## src/sv/assert_macros.svh

```systemverilog
// Assertion helpers used by the decoder RTL. Each use expects clk and rst_n in scope.
`ifndef ASSERT_MACROS_SVH
`define ASSERT_MACROS_SVH

// A condition that must hold at every clock edge outside reset.
`define NECIR_ASSERT(lbl, expr) \
  lbl: assert property (@(posedge clk) disable iff (!rst_n) (expr)) \
    else $error("necir: invariant violated");

// A condition that, once seen, must be followed by another in the next cycle.
`define NECIR_ASSERT_NEXT(lbl, ante, cons) \
  lbl: assert property (@(posedge clk) disable iff (!rst_n) (ante) |=> (cons)) \
    else $error("necir: sequence violated");

`endif

```

## src/sv/necir_pkg.sv

```systemverilog
package necir_pkg;

  localparam int CNT_W          = 8;
  localparam int DURATION_SLOTS = 128;
  localparam int DATA_DURATIONS = 66;
  localparam int REPEAT_MAX     = 9;
  localparam int NUM_REGS       = 7;
  localparam int REG_W          = 16;
  localparam int IDX_W          = 3;

  // Configuration register indexes.
  localparam logic [IDX_W-1:0] REG_GAP_THRESHOLD = 3'd0;
  localparam logic [IDX_W-1:0] REG_START_PULSE   = 3'd1;
  localparam logic [IDX_W-1:0] REG_START_SPACE   = 3'd2;
  localparam logic [IDX_W-1:0] REG_BIT_PULSE     = 3'd3;
  localparam logic [IDX_W-1:0] REG_ONE_SPACE     = 3'd4;
  localparam logic [IDX_W-1:0] REG_ZERO_SPACE    = 3'd5;
  localparam logic [IDX_W-1:0] REG_TOLERANCE     = 3'd6;

  localparam logic [REG_W-1:0] RST_GAP_THRESHOLD = 16'd15000;
  localparam logic [REG_W-1:0] RST_START_PULSE   = 16'd9000;
  localparam logic [REG_W-1:0] RST_START_SPACE   = 16'd4500;
  localparam logic [REG_W-1:0] RST_BIT_PULSE     = 16'd560;
  localparam logic [REG_W-1:0] RST_ONE_SPACE     = 16'd1690;
  localparam logic [REG_W-1:0] RST_ZERO_SPACE    = 16'd560;
  localparam logic [REG_W-1:0] RST_TOLERANCE     = 16'd200;

  // Event codes on the func field.
  localparam logic FUNC_EDGE    = 1'b0;
  localparam logic FUNC_TIMEOUT = 1'b1;

  typedef enum logic [1:0] {
    KIND_INVALID = 2'd0,
    KIND_DATA    = 2'd1,
    KIND_REPEAT  = 2'd2
  } frame_kind_t;

  typedef struct packed {
    logic        func;
    logic [31:0] stamp_us;
  } in_item_t;

  typedef struct packed {
    frame_kind_t frame_kind;
    logic [7:0]  address;
    logic [7:0]  command;
  } out_item_t;

endpackage

```

## src/sv/necir_match.sv

```systemverilog
module necir_match (
  input  logic [31:0]               dur,
  input  logic [necir_pkg::REG_W-1:0] nom,
  input  logic [necir_pkg::REG_W-1:0] tol,
  output logic                      hit
);
  import necir_pkg::*;

  logic [REG_W-1:0] lo;
  logic [REG_W:0]   hi;

  // The lower bound saturates at zero; the upper bound gets one extra bit.
  assign lo  = (nom > tol) ? (nom - tol) : '0;
  assign hi  = {1'b0, nom} + {1'b0, tol};
  assign hit = (dur >= {{(32-REG_W){1'b0}}, lo}) && (dur <= {{(31-REG_W){1'b0}}, hi});

endmodule

```

## src/sv/nec_ir_frame_decoder_unit.sv

```systemverilog
// NEC infrared frame decoder. Each request carries an edge timestamp or a timeout
// event; one request is taken per clock cycle, and the request that ends a frame
// passes an input register, then one decode pass that updates the frame state and
// loads the output register with the result. Throughput is one request per cycle
// and drops only while a waiting result is stalled on the output side.
// Configuration is written through a plain indexed write port; the user must
// write it only while the block is idle; the block does not enforce this.
`include "assert_macros.svh"

module nec_ir_frame_decoder_unit (
  input  logic                              clk,
  input  logic                              rst_n,
  input  logic                              in_valid,
  output logic                              in_stall,
  input  necir_pkg::in_item_t               in_data,
  output logic                              out_valid,
  input  logic                              out_stall,
  output necir_pkg::out_item_t              out_data,
  input  logic                              cfg_we,
  input  logic [necir_pkg::IDX_W-1:0]       cfg_index,
  input  logic [necir_pkg::REG_W-1:0]       cfg_wdata
);
  import necir_pkg::*;

  // Configuration registers.
  logic [REG_W-1:0] gap_r, start_pulse_r, start_space_r, bit_pulse_r;
  logic [REG_W-1:0] one_space_r, zero_space_r, tol_r;

  always_ff @(posedge clk) begin
    if (!rst_n) begin
      gap_r         <= RST_GAP_THRESHOLD;
      start_pulse_r <= RST_START_PULSE;
      start_space_r <= RST_START_SPACE;
      bit_pulse_r   <= RST_BIT_PULSE;
      one_space_r   <= RST_ONE_SPACE;
      zero_space_r  <= RST_ZERO_SPACE;
      tol_r         <= RST_TOLERANCE;
    end else if (cfg_we) begin
      case (cfg_index)
        REG_GAP_THRESHOLD: gap_r         <= cfg_wdata;
        REG_START_PULSE:   start_pulse_r <= cfg_wdata;
        REG_START_SPACE:   start_space_r <= cfg_wdata;
        REG_BIT_PULSE:     bit_pulse_r   <= cfg_wdata;
        REG_ONE_SPACE:     one_space_r   <= cfg_wdata;
        REG_ZERO_SPACE:    zero_space_r  <= cfg_wdata;
        REG_TOLERANCE:     tol_r         <= cfg_wdata;
        default: ;
      endcase
    end
  end

  // Input register and pipeline control.
  logic     s1_valid_r;
  in_item_t s1_item_r;
  logic     out_valid_r;
  out_item_t out_item_r;
  logic     advance;

  assign advance  = !out_valid_r || !out_stall;
  assign in_stall = s1_valid_r && !advance;

  always_ff @(posedge clk) begin
    if (!rst_n) begin
      s1_valid_r <= 1'b0;
    end else if (!in_stall) begin
      s1_valid_r <= in_valid;
    end
  end

  always_ff @(posedge clk) begin
    if (in_valid && !in_stall) begin
      s1_item_r <= in_data;
    end
  end

  // Frame state.
  logic [31:0]      last_stamp_r, last_stamp_nxt;
  logic             have_last_r, have_last_nxt;
  logic [CNT_W-1:0] count_r, count_nxt;
  logic [31:0]      shift_r, shift_nxt;
  logic             bad_r, bad_nxt;

  logic [31:0]      dur;
  logic [REG_W-1:0] mark_nom;
  logic             mark_hit, one_hit, zero_hit;

  assign dur = s1_item_r.stamp_us - last_stamp_r;

  always_comb begin
    if (count_r == CNT_W'(0)) begin
      mark_nom = start_pulse_r;
    end else if (count_r == CNT_W'(1)) begin
      mark_nom = start_space_r;
    end else begin
      mark_nom = bit_pulse_r;
    end
  end

  necir_match u_match_mark (.dur(dur), .nom(mark_nom),     .tol(tol_r), .hit(mark_hit));
  necir_match u_match_one  (.dur(dur), .nom(one_space_r),  .tol(tol_r), .hit(one_hit));
  necir_match u_match_zero (.dur(dur), .nom(zero_space_r), .tol(tol_r), .hit(zero_hit));

  // Frame classification from the state held before this request.
  out_item_t finish;
  always_comb begin
    finish.frame_kind = KIND_INVALID;
    finish.address    = '0;
    finish.command    = '0;
    if (count_r >= CNT_W'(DATA_DURATIONS)) begin
      if (!bad_r && ((shift_r[31:24] ^ shift_r[23:16]) == 8'hFF)
          && ((shift_r[15:8] ^ shift_r[7:0]) == 8'hFF)) begin
        finish.frame_kind = KIND_DATA;
        finish.address    = shift_r[31:24];
        finish.command    = shift_r[15:8];
      end
    end else if (count_r != CNT_W'(0) && count_r <= CNT_W'(REPEAT_MAX)) begin
      finish.frame_kind = KIND_REPEAT;
    end
  end

  logic do_step;
  logic emit;
  assign do_step = s1_valid_r && advance;

  always_comb begin
    last_stamp_nxt = last_stamp_r;
    have_last_nxt  = have_last_r;
    count_nxt      = count_r;
    shift_nxt      = shift_r;
    bad_nxt        = bad_r;
    emit           = 1'b0;
    if (do_step) begin
      if (s1_item_r.func == FUNC_TIMEOUT) begin
        emit          = 1'b1;
        count_nxt     = '0;
        shift_nxt     = '0;
        bad_nxt       = 1'b0;
        have_last_nxt = 1'b0;
      end else if (!have_last_r) begin
        have_last_nxt  = 1'b1;
        last_stamp_nxt = s1_item_r.stamp_us;
      end else begin
        last_stamp_nxt = s1_item_r.stamp_us;
        if (dur > {16'b0, gap_r}) begin
          emit      = (count_r != CNT_W'(0));
          count_nxt = '0;
          shift_nxt = '0;
          bad_nxt   = 1'b0;
        end else if (count_r < CNT_W'(DURATION_SLOTS)) begin
          count_nxt = count_r + CNT_W'(1);
          if (count_r < CNT_W'(2)) begin
            bad_nxt = bad_r | !mark_hit;
          end else if (count_r < CNT_W'(DATA_DURATIONS)) begin
            if (!count_r[0]) begin
              bad_nxt = bad_r | !mark_hit;
            end else if (one_hit) begin
              // A space that fits both nominals is taken as a one.
              shift_nxt = {shift_r[30:0], 1'b1};
            end else begin
              shift_nxt = {shift_r[30:0], 1'b0};
              bad_nxt   = bad_r | !zero_hit;
            end
          end
        end else begin
          // Too many durations: the frame is dropped without a result.
          count_nxt     = '0;
          shift_nxt     = '0;
          bad_nxt       = 1'b0;
          have_last_nxt = 1'b0;
        end
      end
    end
  end

  always_ff @(posedge clk) begin
    if (!rst_n) begin
      last_stamp_r <= '0;
      have_last_r  <= 1'b0;
      count_r      <= '0;
      shift_r      <= '0;
      bad_r        <= 1'b0;
    end else begin
      last_stamp_r <= last_stamp_nxt;
      have_last_r  <= have_last_nxt;
      count_r      <= count_nxt;
      shift_r      <= shift_nxt;
      bad_r        <= bad_nxt;
    end
  end

  // Output register.
  always_ff @(posedge clk) begin
    if (!rst_n) begin
      out_valid_r <= 1'b0;
    end else if (advance) begin
      out_valid_r <= emit;
    end
  end

  always_ff @(posedge clk) begin
    if (advance && emit) begin
      out_item_r <= finish;
    end
  end

  assign out_valid = out_valid_r;
  assign out_data  = out_item_r;

  `NECIR_ASSERT(a_count_bound, count_r <= CNT_W'(DURATION_SLOTS))
  `NECIR_ASSERT(a_count_needs_ref, (count_r == CNT_W'(0)) || have_last_r)
  `NECIR_ASSERT(a_plain_fields_zero, !out_valid_r || (out_item_r.frame_kind == KIND_DATA) ||
    ((out_item_r.address == 8'h00) && (out_item_r.command == 8'h00)))
  `NECIR_ASSERT_NEXT(a_timeout_reports, do_step && (s1_item_r.func == FUNC_TIMEOUT), out_valid_r)

endmodule

```

## config.mk

```make
export PLATFORM = sky130hd
export DESIGN_NAME = nec_ir_frame_decoder_unit
export DESIGN_NICKNAME = d
export VERILOG_FILES = /design/src/sv/necir_pkg.sv /design/src/sv/necir_match.sv /design/src/sv/nec_ir_frame_decoder_unit.sv
export VERILOG_INCLUDE_DIRS = /design/src /design/src/sv
export SDC_FILE = /design/constraint.sdc
export NUM_CORES = 1
export LEC_CHECK = 0
export BUFFER_PORTS_ARGS = -buffer_cell sky130_fd_sc_hd__buf_2
export CAP_MARGIN = 20
export CORE_MARGIN = 3
export CORE_UTILIZATION = 55
export CTS_CLUSTER_DIAMETER = 200
export CTS_CLUSTER_SIZE = 8
export DETAILED_ROUTE_END_ITERATION = 7
export GPL_ROUTABILITY_DRIVEN = 0
export PLACE_DENSITY = 0.72
export SLEW_MARGIN = 5
export SYNTH_ARGS = -nofsm -noshare
export SYNTH_HDL_FRONTEND = slang
export SYNTH_SLANG_ARGS = --single-unit
export TNS_END_PERCENT = 50
```

## constraint.sdc

```tcl
create_clock -name clk -period 7.6 [get_ports clk]
set_clock_uncertainty 0.05 [all_clocks]
set_input_delay 0.38 -clock clk [delete_from_list [all_inputs] [get_ports clk]]
set_output_delay 0.38 -clock clk [all_outputs]
set_load 0.01 [all_outputs]
```

* Word-level counts from Yosys, hierarchy flattened *
Index checks and enable logic that the tools add are counted.

storage, ports and cells
  register bits after elaboration = 239
  output and inout port bits = 20

operators by class
  add/sub/neg operators = 8
  $lt $le $gt $ge = 15
  eq/ne operators = 14
  mux-type cells = 36
  bitwise logic cells = 5
  reduce and logical (&&, ||, !) cells = 34

operator list
  kind                 number
  $mux 32              7
  $ge 32x16->1         3
  $le 32x17->1         3
  $mux 16              5
  $add 16x16->17       3
  $gt 16x16->1         3
  $sub 16x16->16       3
  $gt 32x16->1         1
  $mux 8               4
  $sub 32x32->32       1
  $reduce_and 2->1     10
  $mux 1               17
  $mux 17              1
  $eq 8x8->1 const B   2
  $xor 8x8->8          2
  $logic_and 1x1->1    10
  $eq 3x3->1 const B   3
  $add 8x1->8 const B  1
  $eq 8x1->1 const B   1
  $ge 8x7->1 const B   1
  $le 8x4->1 const B   1
  $logic_not 8->1      1
  $lt 8x2->1 const B   1
  $lt 8x7->1 const B   1
  17 further kinds     27

* Logic depth before layout (Yosys ltp) *
Gate-level depths: netlist of run 1.

  depth after elaboration = 16
  depth in mapped cells = 29
  mapped depth without buffers = 28

* By module *
A second synthesis of run 1 with hierarchy kept.

unflattened totals
  cells, all modules = 2527
  area total of the unflattened synthesis = 19598.8 um2

modules (own cells, without submodules)
  module                         instances  cells an instance  area an instance (um2)  seq. area each (um2)
  nec_ir_frame_decoder_unit      1          1467               11892.7                 5295.1
  necir_match (u_match_one ...)  2          353                2571.2                  0.0
  necir_match (u_match_mark)     1          354                2563.7                  0.0

* Worst setup path before layout of run 1 *
OpenSTA, ideal clock, no wires.

  path kind = register to register
  start = reg count_r[4]
  end = reg bad_r
  setup time = 0.069 ns
  arrival time = 5.713 ns
  slack = 1.768 ns
  stages on the path, launching flop included = 30
  path buffers = 3
  cells stage by stage = dfxtp_1 > or4_1 > nor3_1 > nand2_1 > clkbuf_1 > mux2i_1 > a21oi_1 > ha_1 > clkbuf_1 > nor2b_1 > o21ai_0 > a21oi_1 > o21ai_0 > a211oi_1 > nor4_1 > nor3_1 > nor3_1 > nor2_1 > clkbuf_1 > nand2_1 > ha_1 > a21o_1 > a21o_1 > a21oi_1 > o21ai_0 > a21oi_1 > a211o_1 > nand3_1 > a31o_2 > o21ai_1

on the way
  word-level cells in the longest chain between the ends = 16
  elaborated cells between the ends (all ways) = 26

ends and longest elaborated chain
  what                                            line                                                                text
  start, declared                                 nec_ir_frame_decoder_unit.sv:79                                     logic [CNT_W-1:0] count_r, count_nxt;
  start signal, assigned                          nec_ir_frame_decoder_unit.sv:185                                    count_r <= count_nxt;
  $eq 8x1->1                                      nec_ir_frame_decoder_unit.sv:92                                     end else if (count_r == CNT_W'(1)) begin
  $mux 16                                         nec_ir_frame_decoder_unit.sv:92
  $mux 16                                         nec_ir_frame_decoder_unit.sv:90                                     if (count_r == CNT_W'(0)) begin
  $sub 16x16->16 or $gt 16x16->1 (tied branches)  necir_match.sv:13                                                   assign lo = (nom > tol) ? (nom - tol) : '0;
  $mux 16                                         necir_match.sv:13
  $ge 32x16->1                                    necir_match.sv:15                                                   assign hit = (dur >= {{(32-REG_W){1'b0}}, lo}) && (dur <= {{(31-REG_W){1'b0}}, hi});
  $logic_and 1x1->1                               necir_match.sv:15
  $logic_not 1->1                                 nec_ir_frame_decoder_unit.sv:152, nec_ir_frame_decoder_unit.sv:155
  $or 1x1->1                                      nec_ir_frame_decoder_unit.sv:152, nec_ir_frame_decoder_unit.sv:155
  $mux 1                                          nec_ir_frame_decoder_unit.sv:154                                    if (!count_r[0]) begin
  $mux 1                                          nec_ir_frame_decoder_unit.sv:153                                    end else if (count_r < CNT_W'(DATA_DURATIONS)) begin
  $mux 1                                          nec_ir_frame_decoder_unit.sv:151                                    if (count_r < CNT_W'(2)) begin
  $mux 1                                          nec_ir_frame_decoder_unit.sv:149                                    end else if (count_r < CNT_W'(DURATION_SLOTS)) begin
  $mux 1                                          nec_ir_frame_decoder_unit.sv:144                                    if (dur > {16'b0, gap_r}) begin
  $mux 1                                          nec_ir_frame_decoder_unit.sv:139                                    end else if (!have_last_r) begin
  $mux 1                                          nec_ir_frame_decoder_unit.sv:133                                    if (s1_item_r.func == FUNC_TIMEOUT) begin
  end signal, assigned                            nec_ir_frame_decoder_unit.sv:187                                    bad_r <= bad_nxt;
  end, declared                                   nec_ir_frame_decoder_unit.sv:81                                     logic bad_r, bad_nxt;

Parallel ways exist; a longest one is shown, timed or not. The select of a mux whose other input is x is not followed.
A chain may end at the register's enable or synchronous reset.

* Final worst setup path of run 1 *
  start = reg count_r[7]
  end = reg bad_r

Same word-level chain as after synthesis.

==> results of run 1 <==
cell usage in the layout, fill, tap and decap left out, types with 11 or more instances in the layout:
cell and instances:
sky130_fd_sc_hd__nand2_1 417, sky130_fd_sc_hd__xnor2_1 72, sky130_fd_sc_hd__nor2_1 97, sky130_fd_sc_hd__o21bai_1 25, sky130_fd_sc_hd__clkbuf_16 37, sky130_fd_sc_hd__a21o_1 44, sky130_fd_sc_hd__inv_1 121, sky130_fd_sc_hd__nand3_1 84
sky130_fd_sc_hd__mux2i_1 53, sky130_fd_sc_hd__edfxtp_1 51, sky130_fd_sc_hd__nor2b_1 29, sky130_fd_sc_hd__buf_4 25, sky130_fd_sc_hd__clkbuf_1 13, sky130_fd_sc_hd__and3_1 11, sky130_fd_sc_hd__a31oi_1 12, sky130_fd_sc_hd__o21ai_0 52
sky130_fd_sc_hd__nand4_1 34, sky130_fd_sc_hd__nor3_1 49, sky130_fd_sc_hd__o211ai_1 24, sky130_fd_sc_hd__and2_1 25, sky130_fd_sc_hd__nand2b_1 18, sky130_fd_sc_hd__buf_2 76, sky130_fd_sc_hd__xor2_1 42, sky130_fd_sc_hd__ha_1 245
sky130_fd_sc_hd__dlygate4sd3_1 33, sky130_fd_sc_hd__o21a_1 20, sky130_fd_sc_hd__a21oi_1 235, sky130_fd_sc_hd__or3_1 14, sky130_fd_sc_hd__dfxtp_1 188, sky130_fd_sc_hd__a211oi_1 18
power by group:
group | internal (mW) | switching, mW | total (mW)
clock network | 0.881 | 0.554 | 1.43
registers | 1.33 | 0.0255 | 1.36
logic | 0.368 | 0.567 | 0.936
total | 2.58 | 1.15 | 3.73
worst reg2reg max path, delay by kind of cell (launching register included):
family / cells / cell delay (ns)
AO/OA/AOI/OAI: 13 / 2.42
adder cells (fa/ha/maj): 2 / 0.78
buffers and inverters: 2 / 0.36
flip-flops: 1 / 0.35
multiplexers: 1 / 0.16
AND/OR/NAND/NOR: 10 / 2.55
layout make-up:
type                            instances  area [µm²]
Inverter                              123         463
Clock buffer                           50         975
Sequential cell                       239        5300
Clock inverter                          1        20.0
Fill cell                            2767       11700
Tap cell                              435         544
Multi-Input combinational cell       1758       11800
Timing Repair Buffer                  140         982
cells by family (layout without fill, tap and decap cells):
kind of cell	Yosys count	after routing	share of synthesized area, %
flops	239	239	29.6
mux	53	53	2.96
xor+xnor	118	118	5.77
compound gates	518	518	18.0
fa+ha+maj	252	252	17.9
buf+inv	228	314	5.05
simple gates	817	817	20.7
sequential cells by signal, indices dropped and copies added (netlist names), 8 cells and up:
register	count
s1_item_r	33
count_r	8
out_data	18
start_pulse_r	16
bit_pulse_r	16
shift_r	32
last_stamp_r	32
tol_r	16
gap_r	16
start_space_r	16
zero_space_r	16
one_space_r	16
metal layers:
layer  GRT usage, %  routed length (µm)  vias up
met4           12.3                2430        0
met1           38.2               22200     7678
met2           46.3               22900      642
li1               -                   -     7933
met3           4.85                4240      153
met5              0                   0        -
stage by stage:
| stage | cell area (µm²) | power, mW | hold WS [ns] |
|---|---|---|---|
| floorplan | 17900 | 1.99 | 0.386 |
| global placement | 18600 | 2.24 | 0.391 |
| detailed placement | 18700 | 2.28 | 0.396 |
| CTS | 20000 | 3.73 | 0.000535 |
| global route | 20100 | 3.91 | 0.102 |
| finish | 20100 | 3.73 | 0.0467 |
how the worst min path moves through the flow:
| stage | end | slack [ns] | start |
|---|---|---|---|
| after floorplan | start_space_r[0]$_SDFFE_PN0P_ | 0.39 | start_space_r[0]$_SDFFE_PN0P_ |
| after global placement | last_stamp_r[15]$_SDFFE_PN0P_ | 0.39 | last_stamp_r[15]$_SDFFE_PN0P_ |
| after CTS | s1_item_r[32]$_DFFE_PP_ | 0.0005 | in_data[32] |
| after global routing | s1_valid_r$_SDFFE_PN0N_ | 0.10 | in_valid |
| final | s1_valid_r$_SDFFE_PN0N_ | 0.05 | in_valid |
| after detailed placement | start_space_r[6]$_SDFFE_PN0P_ | 0.40 | start_space_r[6]$_SDFFE_PN0P_ |
==> summary.json, run 1 <==
{
  "worst_setup_path": {
    "worst_path_dominant_cell_family": "simple AND/OR/NAND/NOR gates",
    "regToRegStartpoint": "count_r[7]$_SDFFE_PN0P_",
    "crit_start": "count_r[7]$_SDFFE_PN0P_",
    "timing.critical_path.mode_cell": "sky130_fd_sc_hd__a21oi_1",
    "worst_path_cell_with_the_longest_stage_delay": "sky130_fd_sc_hd__nor2_1",
    "rrSetupSlack_ns": 0.88,
    "timing.critical_path.to_type": "flip-flop",
    "slowest_delay_ns": 0.69,
    "arrival_ns": 7.10,
    "timing.critical_path.required_ns": 7.98,
    "timing.critical_path.depth": 28,
    "crit_path_start_kind": "flip-flop",
    "cp_num_buf_inv": 2,
    "r2r.worst_path.cells": 28,
    "worstReg2RegEnd": "bad_r$_SDFFE_PN0P_",
    "path_max_fanout": 16,
    "endpoint": "bad_r$_SDFFE_PN0P_",
    "criticalPathCategory": "flip-flop to flip-flop"
  },
  "synth": {
    "yosys.cell_count.top_type": "sky130_fd_sc_hd__nand2_1",
    "postSynthAreaPerCell_um2": 8.05,
    "ys_async_sr_fraction_pct": 0,
    "synth_common_cells": "417 x sky130_fd_sc_hd__nand2_1, 245 x sky130_fd_sc_hd__ha_1, 236 x sky130_fd_sc_hd__a21oi_1",
    "synth_enable_flop_cells": 51,
    "netlist_area_pre_place_um2": 17900,
    "dominantRegCellSynth": "sky130_fd_sc_hd__dfxtp_1",
    "ys_seq_elements": 239,
    "synth_top_area_cell": "sky130_fd_sc_hd__dfxtp_1",
    "synth_top_cells_by_area": "sky130_fd_sc_hd__dfxtp_1 21%, sky130_fd_sc_hd__ha_1 17%, sky130_fd_sc_hd__nand2_1 8.7%",
    "synth.yosys.warnings": 0,
    "yosysSeqAreaShare_pct": 29.6,
    "post_synth_num_cell_types": 71,
    "synth_top_area_share_pct": 21.0,
    "synth_nets": 2534,
    "post_synth_inst_count": 2225
  },
  "global_routing": {
    "grt_first_pass_wirelength_mm": 81.9,
    "overflow": 0,
    "grt_antenna_before_repair": 0,
    "gr-usage-all-layers_pct": 28.7,
    "grt_max_degree": 87,
    "via_count_of_the_first_global_routing_pass": 15663
  },
  "clock_network": {
    "cts_setup_buffers": 0,
    "clkSlewWorstSetupHoldPaths_ns": 0.05,
    "ctsResizeCount": 0,
    "clock_tree.root_cell": "sky130_fd_sc_hd__clkbuf_16",
    "tritoncts": "built",
    "maximum_clock_path_buffer_count": 3,
    "hold_buffers": 32,
    "clock_latency_ns": 0.51,
    "number_of_buffers_added_by_the_clock_tree_synthesis_step": 35,
    "htree_levels": 2,
    "cts_sinks": 239
  },
  "timing": {
    "setup_viol": 0,
    "shortest_clock_period_the_worst_path_allows_after_layout_ns": 6.72,
    "period_utilization_pct": 88.4,
    "worst-slew-pin-transition_ns": 1.08,
    "peak_clock_frequency_supported_by_timing_ghz": 0.149,
    "tns_ns": 0,
    "maxSlewViolCount": 0,
    "timing.final.hold_violations": 0,
    "timing.max_slew.rel_slack_pct": 27.1,
    "grt_setup_unrepaired": "false",
    "setup_ws_ns": 0.884
  },
  "floorplan": {
    "starting_density_of_the_core_pct": 56.3,
    "fp.dieArea_um2": 34800,
    "die_h_um": 186,
    "floorplan.die.width_um": 186,
    "core_region_area_um2": 31800,
    "fp-row-count": 65,
    "floorplan.io_pins": 77
  },
  "placement": {
    "pre_cts_ws_ns": 1.03,
    "dp_cells": 2658,
    "hpwlAfterDp_mm": 38.1,
    "port_buffers": 76
  },
  "power_and_ir_drop": {
    "total_leakage_power_nw": 8.33,
    "vdd.ir_drop.worst_v": 0.000186,
    "power_per_cell_area_nw_per_um2": 186
  },
  "finish": {
    "count_of_non_filler_cells_in_the_finished_layout": 2746,
    "final_layout_size_suffix_gt1_share_pct": 7.49,
    "insertedDiodeCount": 0,
    "flow.area_growth_from_synthesis_pct": 12.0,
    "finish.utilization_pct": 63.1,
    "nets": 2606
  },
  "drt": {
    "via_count": 16406,
    "firstDrtPassIters": 7,
    "drt_drc_violations_left": 0,
    "remaining_antenna_violation_count": 0,
    "post_drt_wl_per_cell_um": 18.9,
    "drt_iter0_drc": 1397,
    "detail_route.wirelength_mm": 51.8,
    "routed_via_density": 5.97
  },
  "flow_run": {
    "maxCapViolCount": 0
  },
  "min_path": {
    "worstHoldPathCells": 3,
    "worst_hold_path_type": "primary input to flip-flop"
  },
  "run_status": {
    "outcome": "finished clean"
  }
}
No activity file was read; power rests on OpenSTA's default activity.
==> run 2, diff against run 1 <==
--- a/config.mk
+++ b/config.mk
@@ -6,6 +6,7 @@
 export SDC_FILE = /design/constraint.sdc
 export NUM_CORES = 1
 export LEC_CHECK = 0
+export ABC_AREA = 1
 export BUFFER_PORTS_ARGS = -buffer_cell sky130_fd_sc_hd__buf_2
 export CAP_MARGIN = 20
 export CORE_MARGIN = 3
==> summary.json, run 2 <==
{
  "global_routing": {
    "grt_util_met1_pct": 36.6,
    "via_count_of_the_first_global_routing_pass": 17189,
    "gr-usage-all-layers_pct": 29.0,
    "grt_first_pass_wirelength_mm": 85.5,
    "grt.met3_usage_pct": 3.61,
    "overflow": 0,
    "gr-usage-met2_pct": 49.7,
    "busiest_layer": "met2",
    "grt_antenna_before_repair": 0,
    "grt_max_degree": 116
  },
  "worst_setup_path": {
    "slowest_delay_ns": 0.46,
    "regToRegStartpoint": "count_r[7]$_SDFFE_PN0P_",
    "path_max_fanout": 13,
    "timing.critical_path.required_ns": 8.03,
    "timing.critical_path.to_type": "flip-flop",
    "crit_path_start_kind": "flip-flop",
    "worst_path_cell_with_the_longest_stage_delay": "sky130_fd_sc_hd__nand3_1",
    "crit_start": "count_r[7]$_SDFFE_PN0P_",
    "criticalPathCategory": "flip-flop to flip-flop",
    "arrival_ns": 6.36,
    "timing.critical_path.mode_cell": "sky130_fd_sc_hd__nand2_1"
  },
  "floorplan": {
    "fp-row-count": 67,
    "starting_density_of_the_core_pct": 56.1,
    "die_h_um": 191,
    "fp.dieArea_um2": 36500,
    "floorplan.die.width_um": 191,
    "core_region_area_um2": 33600,
    "floorplan.io_pins": 77
  },
  "drt": {
    "drt_drc_violations_left": 0,
    "remaining_antenna_violation_count": 0,
    "drt_iter0_drc": 1342,
    "routed_via_density": 5.49,
    "via_count": 18348,
    "post_drt_wl_per_cell_um": 16.0,
    "firstDrtPassIters": 7,
    "detail_route.wirelength_mm": 53.5
  },
  "min_path": {
    "worst_hold_path_type": "primary input to flip-flop",
    "hold_path_startpoint": "in_valid"
  },
  "power_and_ir_drop": {
    "total_leakage_power_nw": 10.5,
    "switching_share_pct": 35.9,
    "vdd.ir_drop.worst_v": 0.000163,
    "total_switching_power_mw": 1.53,
    "report.power.total_mw": 4.27,
    "power_per_cell_area_nw_per_um2": 204,
    "p_int_mw": 2.74,
    "power.share.combinational_pct": 34.1,
    "power_frac_seq_pct": 32.6,
    "power_frac_clock_pct": 33.4
  },
  "clock_network": {
    "ctsResizeCount": 0,
    "tritoncts": "built",
    "clock_tree.root_cell": "sky130_fd_sc_hd__clkbuf_16",
    "clock_latency_ns": 0.54,
    "htree_levels": 2,
    "cts_sinks": 239,
    "cts_setup_buffers": 0,
    "maximum_clock_path_buffer_count": 3,
    "clkSlewWorstSetupHoldPaths_ns": 0.05,
    "number_of_buffers_added_by_the_clock_tree_synthesis_step": 35
  },
  "timing": {
    "peak_clock_frequency_supported_by_timing_ghz": 0.168,
    "timing.max_slew.rel_slack_pct": 24.6,
    "maxSlewViolCount": 0,
    "period_utilization_pct": 78.1,
    "grt_setup_unrepaired": "false",
    "tns_ns": 0,
    "worst-slew-pin-transition_ns": 1.13,
    "setup_viol": 0,
    "timing.final.hold_violations": 0,
    "setup_ws_ns": 1.66,
    "shortest_clock_period_the_worst_path_allows_after_layout_ns": 5.94
  },
  "synth": {
    "postSynthAreaPerCell_um2": 6.75,
    "dominantRegCellSynth": "sky130_fd_sc_hd__dfxtp_1",
    "synth_top_area_cell": "sky130_fd_sc_hd__dfxtp_1",
    "synth_top_area_share_pct": 20.0,
    "yosysSeqAreaShare_pct": 28.1,
    "netlist_area_pre_place_um2": 18800,
    "ys_async_sr_fraction_pct": 0,
    "synth_common_cells": "633 x sky130_fd_sc_hd__nand2_1, 383 x sky130_fd_sc_hd__inv_1, 342 x sky130_fd_sc_hd__nor2_1",
    "post_synth_inst_count": 2792,
    "synth.yosys.warnings": 0,
    "post_synth_num_cell_types": 49,
    "synth_enable_flop_cells": 51,
    "yosys.cell_count.top_type": "sky130_fd_sc_hd__nand2_1",
    "synth_nets": 3101,
    "synth_top_cells_by_area": "sky130_fd_sc_hd__dfxtp_1 20%, sky130_fd_sc_hd__ha_1 16%, sky130_fd_sc_hd__nand2_1 13%",
    "ys_seq_elements": 239
  },
  "finish": {
    "biggestRegsByFlops": "s1_item_r x33, last_stamp_r x32, shift_r x32",
    "insertedDiodeCount": 0,
    "nets": 3191,
    "final_common_cell": "sky130_fd_sc_hd__nand2_1",
    "final_design_area_no_fill_um2": 20900,
    "most-common-layout-cells": "633 x sky130_fd_sc_hd__nand2_1, 383 x sky130_fd_sc_hd__inv_1, 342 x sky130_fd_sc_hd__nor2_1, 260 x sky130_fd_sc_hd__a21oi_1, 245 x sky130_fd_sc_hd__ha_1",
    "largest_register_ffs": 33,
    "final_layout_size_suffix_gt1_share_pct": 6.73,
    "top_register": "s1_item_r",
    "flow.area_growth_from_synthesis_pct": 11.2
  },
  "placement": {
    "port_buffers": 76,
    "hpwlAfterDp_mm": 40.4,
    "detailed_place.area_um2": 19600,
    "pre_cts_ws_ns": 1.80
  },
  "run_status": {
    "outcome": "finished clean"
  },
  "flow_run": {
    "maxCapViolCount": 0
  }
}
[run 2: cell type report]
type / instances / area, µm²
repair buffers: 136 / 916
flip-flops and latches: 239 / 5300
well taps: 448 / 561
multi-input cells: 2069 / 11700
clock inverters: 2 / 25.0
clock buffers: 50 / 953
fillers: 3167 / 12700
inverters: 401 / 1510
[run 2: worst max-delay path: cells and delay by family, from the launching register on]
| kind | cells | cell delay (ns) |
|---|---|---|
| DFF | 1 | 0.39 |
| adders and majority gates | 3 | 0.95 |
| and+or+nand+nor | 20 | 2.48 |
| AOI/OAI and AO/OA | 9 | 1.74 |
| buffers and inverters | 2 | 0.26 |
[run 2: repair_timing]
item | in CTS | in global routing
endpoints found under the setup margin | 0 | 0
endpoints found under the hold margin | 33 | 0
hold buffers | 33 | 0
[run 2: power groups by stage]
stage	Combinational (mW)	Sequential [mW]	Clock, mW
finish	1.46	1.39	1.43
CTS	1.43	1.39	1.47
detailed placement	1.41	1.41	0
global placement	1.36	1.41	0
global route	1.65	1.39	1.51
floorplan	1.01	1.40	0
[run 2: layer usage]
layer	wire, µm	vias to the layer above
li1	-	9253
met1	22700	8302
met2	25100	649
met3	3290	144
met4	2430	0
met5	0	-
[run 2: kinds of logic after synthesis]
logic type	count (synthesis)	share of synthesized area (%)
fa+ha+maj	252	17.0
buf+inv	484	9.84
simple gates	1205	26.5
compound gates	549	15.6
flops	239	28.1
xor+xnor	63	2.93
[run 2: final timing paths]
kind / slack (ns) / cells past startpoint / endpoint
worst max register to register: 1.66 / 34 / bad_r$_SDFFE_PN0P_
worst min register to register: 0.40 / 2 / start_space_r[12]$_SDFFE_PN1P_
worst min-delay path: 0.07 / 3 / s1_valid_r$_SDFFE_PN0N_
worst max-delay path: 1.66 / 34 / bad_r$_SDFFE_PN0P_
[run 2: metrics by stage]
| step | cells | utilization (%) | hold slack [ns] |
|---|---|---|---|
| final | 3345 | 62.3 | 0.0747 |
| after global placement | 3259 | 58.4 | 0.391 |
| after floorplan | 2792 | - | 0.374 |
| after global routing | 3345 | 62.3 | 0.0677 |
| after detailed placement | 3259 | 58.4 | 0.392 |
| after CTS | 3344 | 62.3 | 0.0392 |
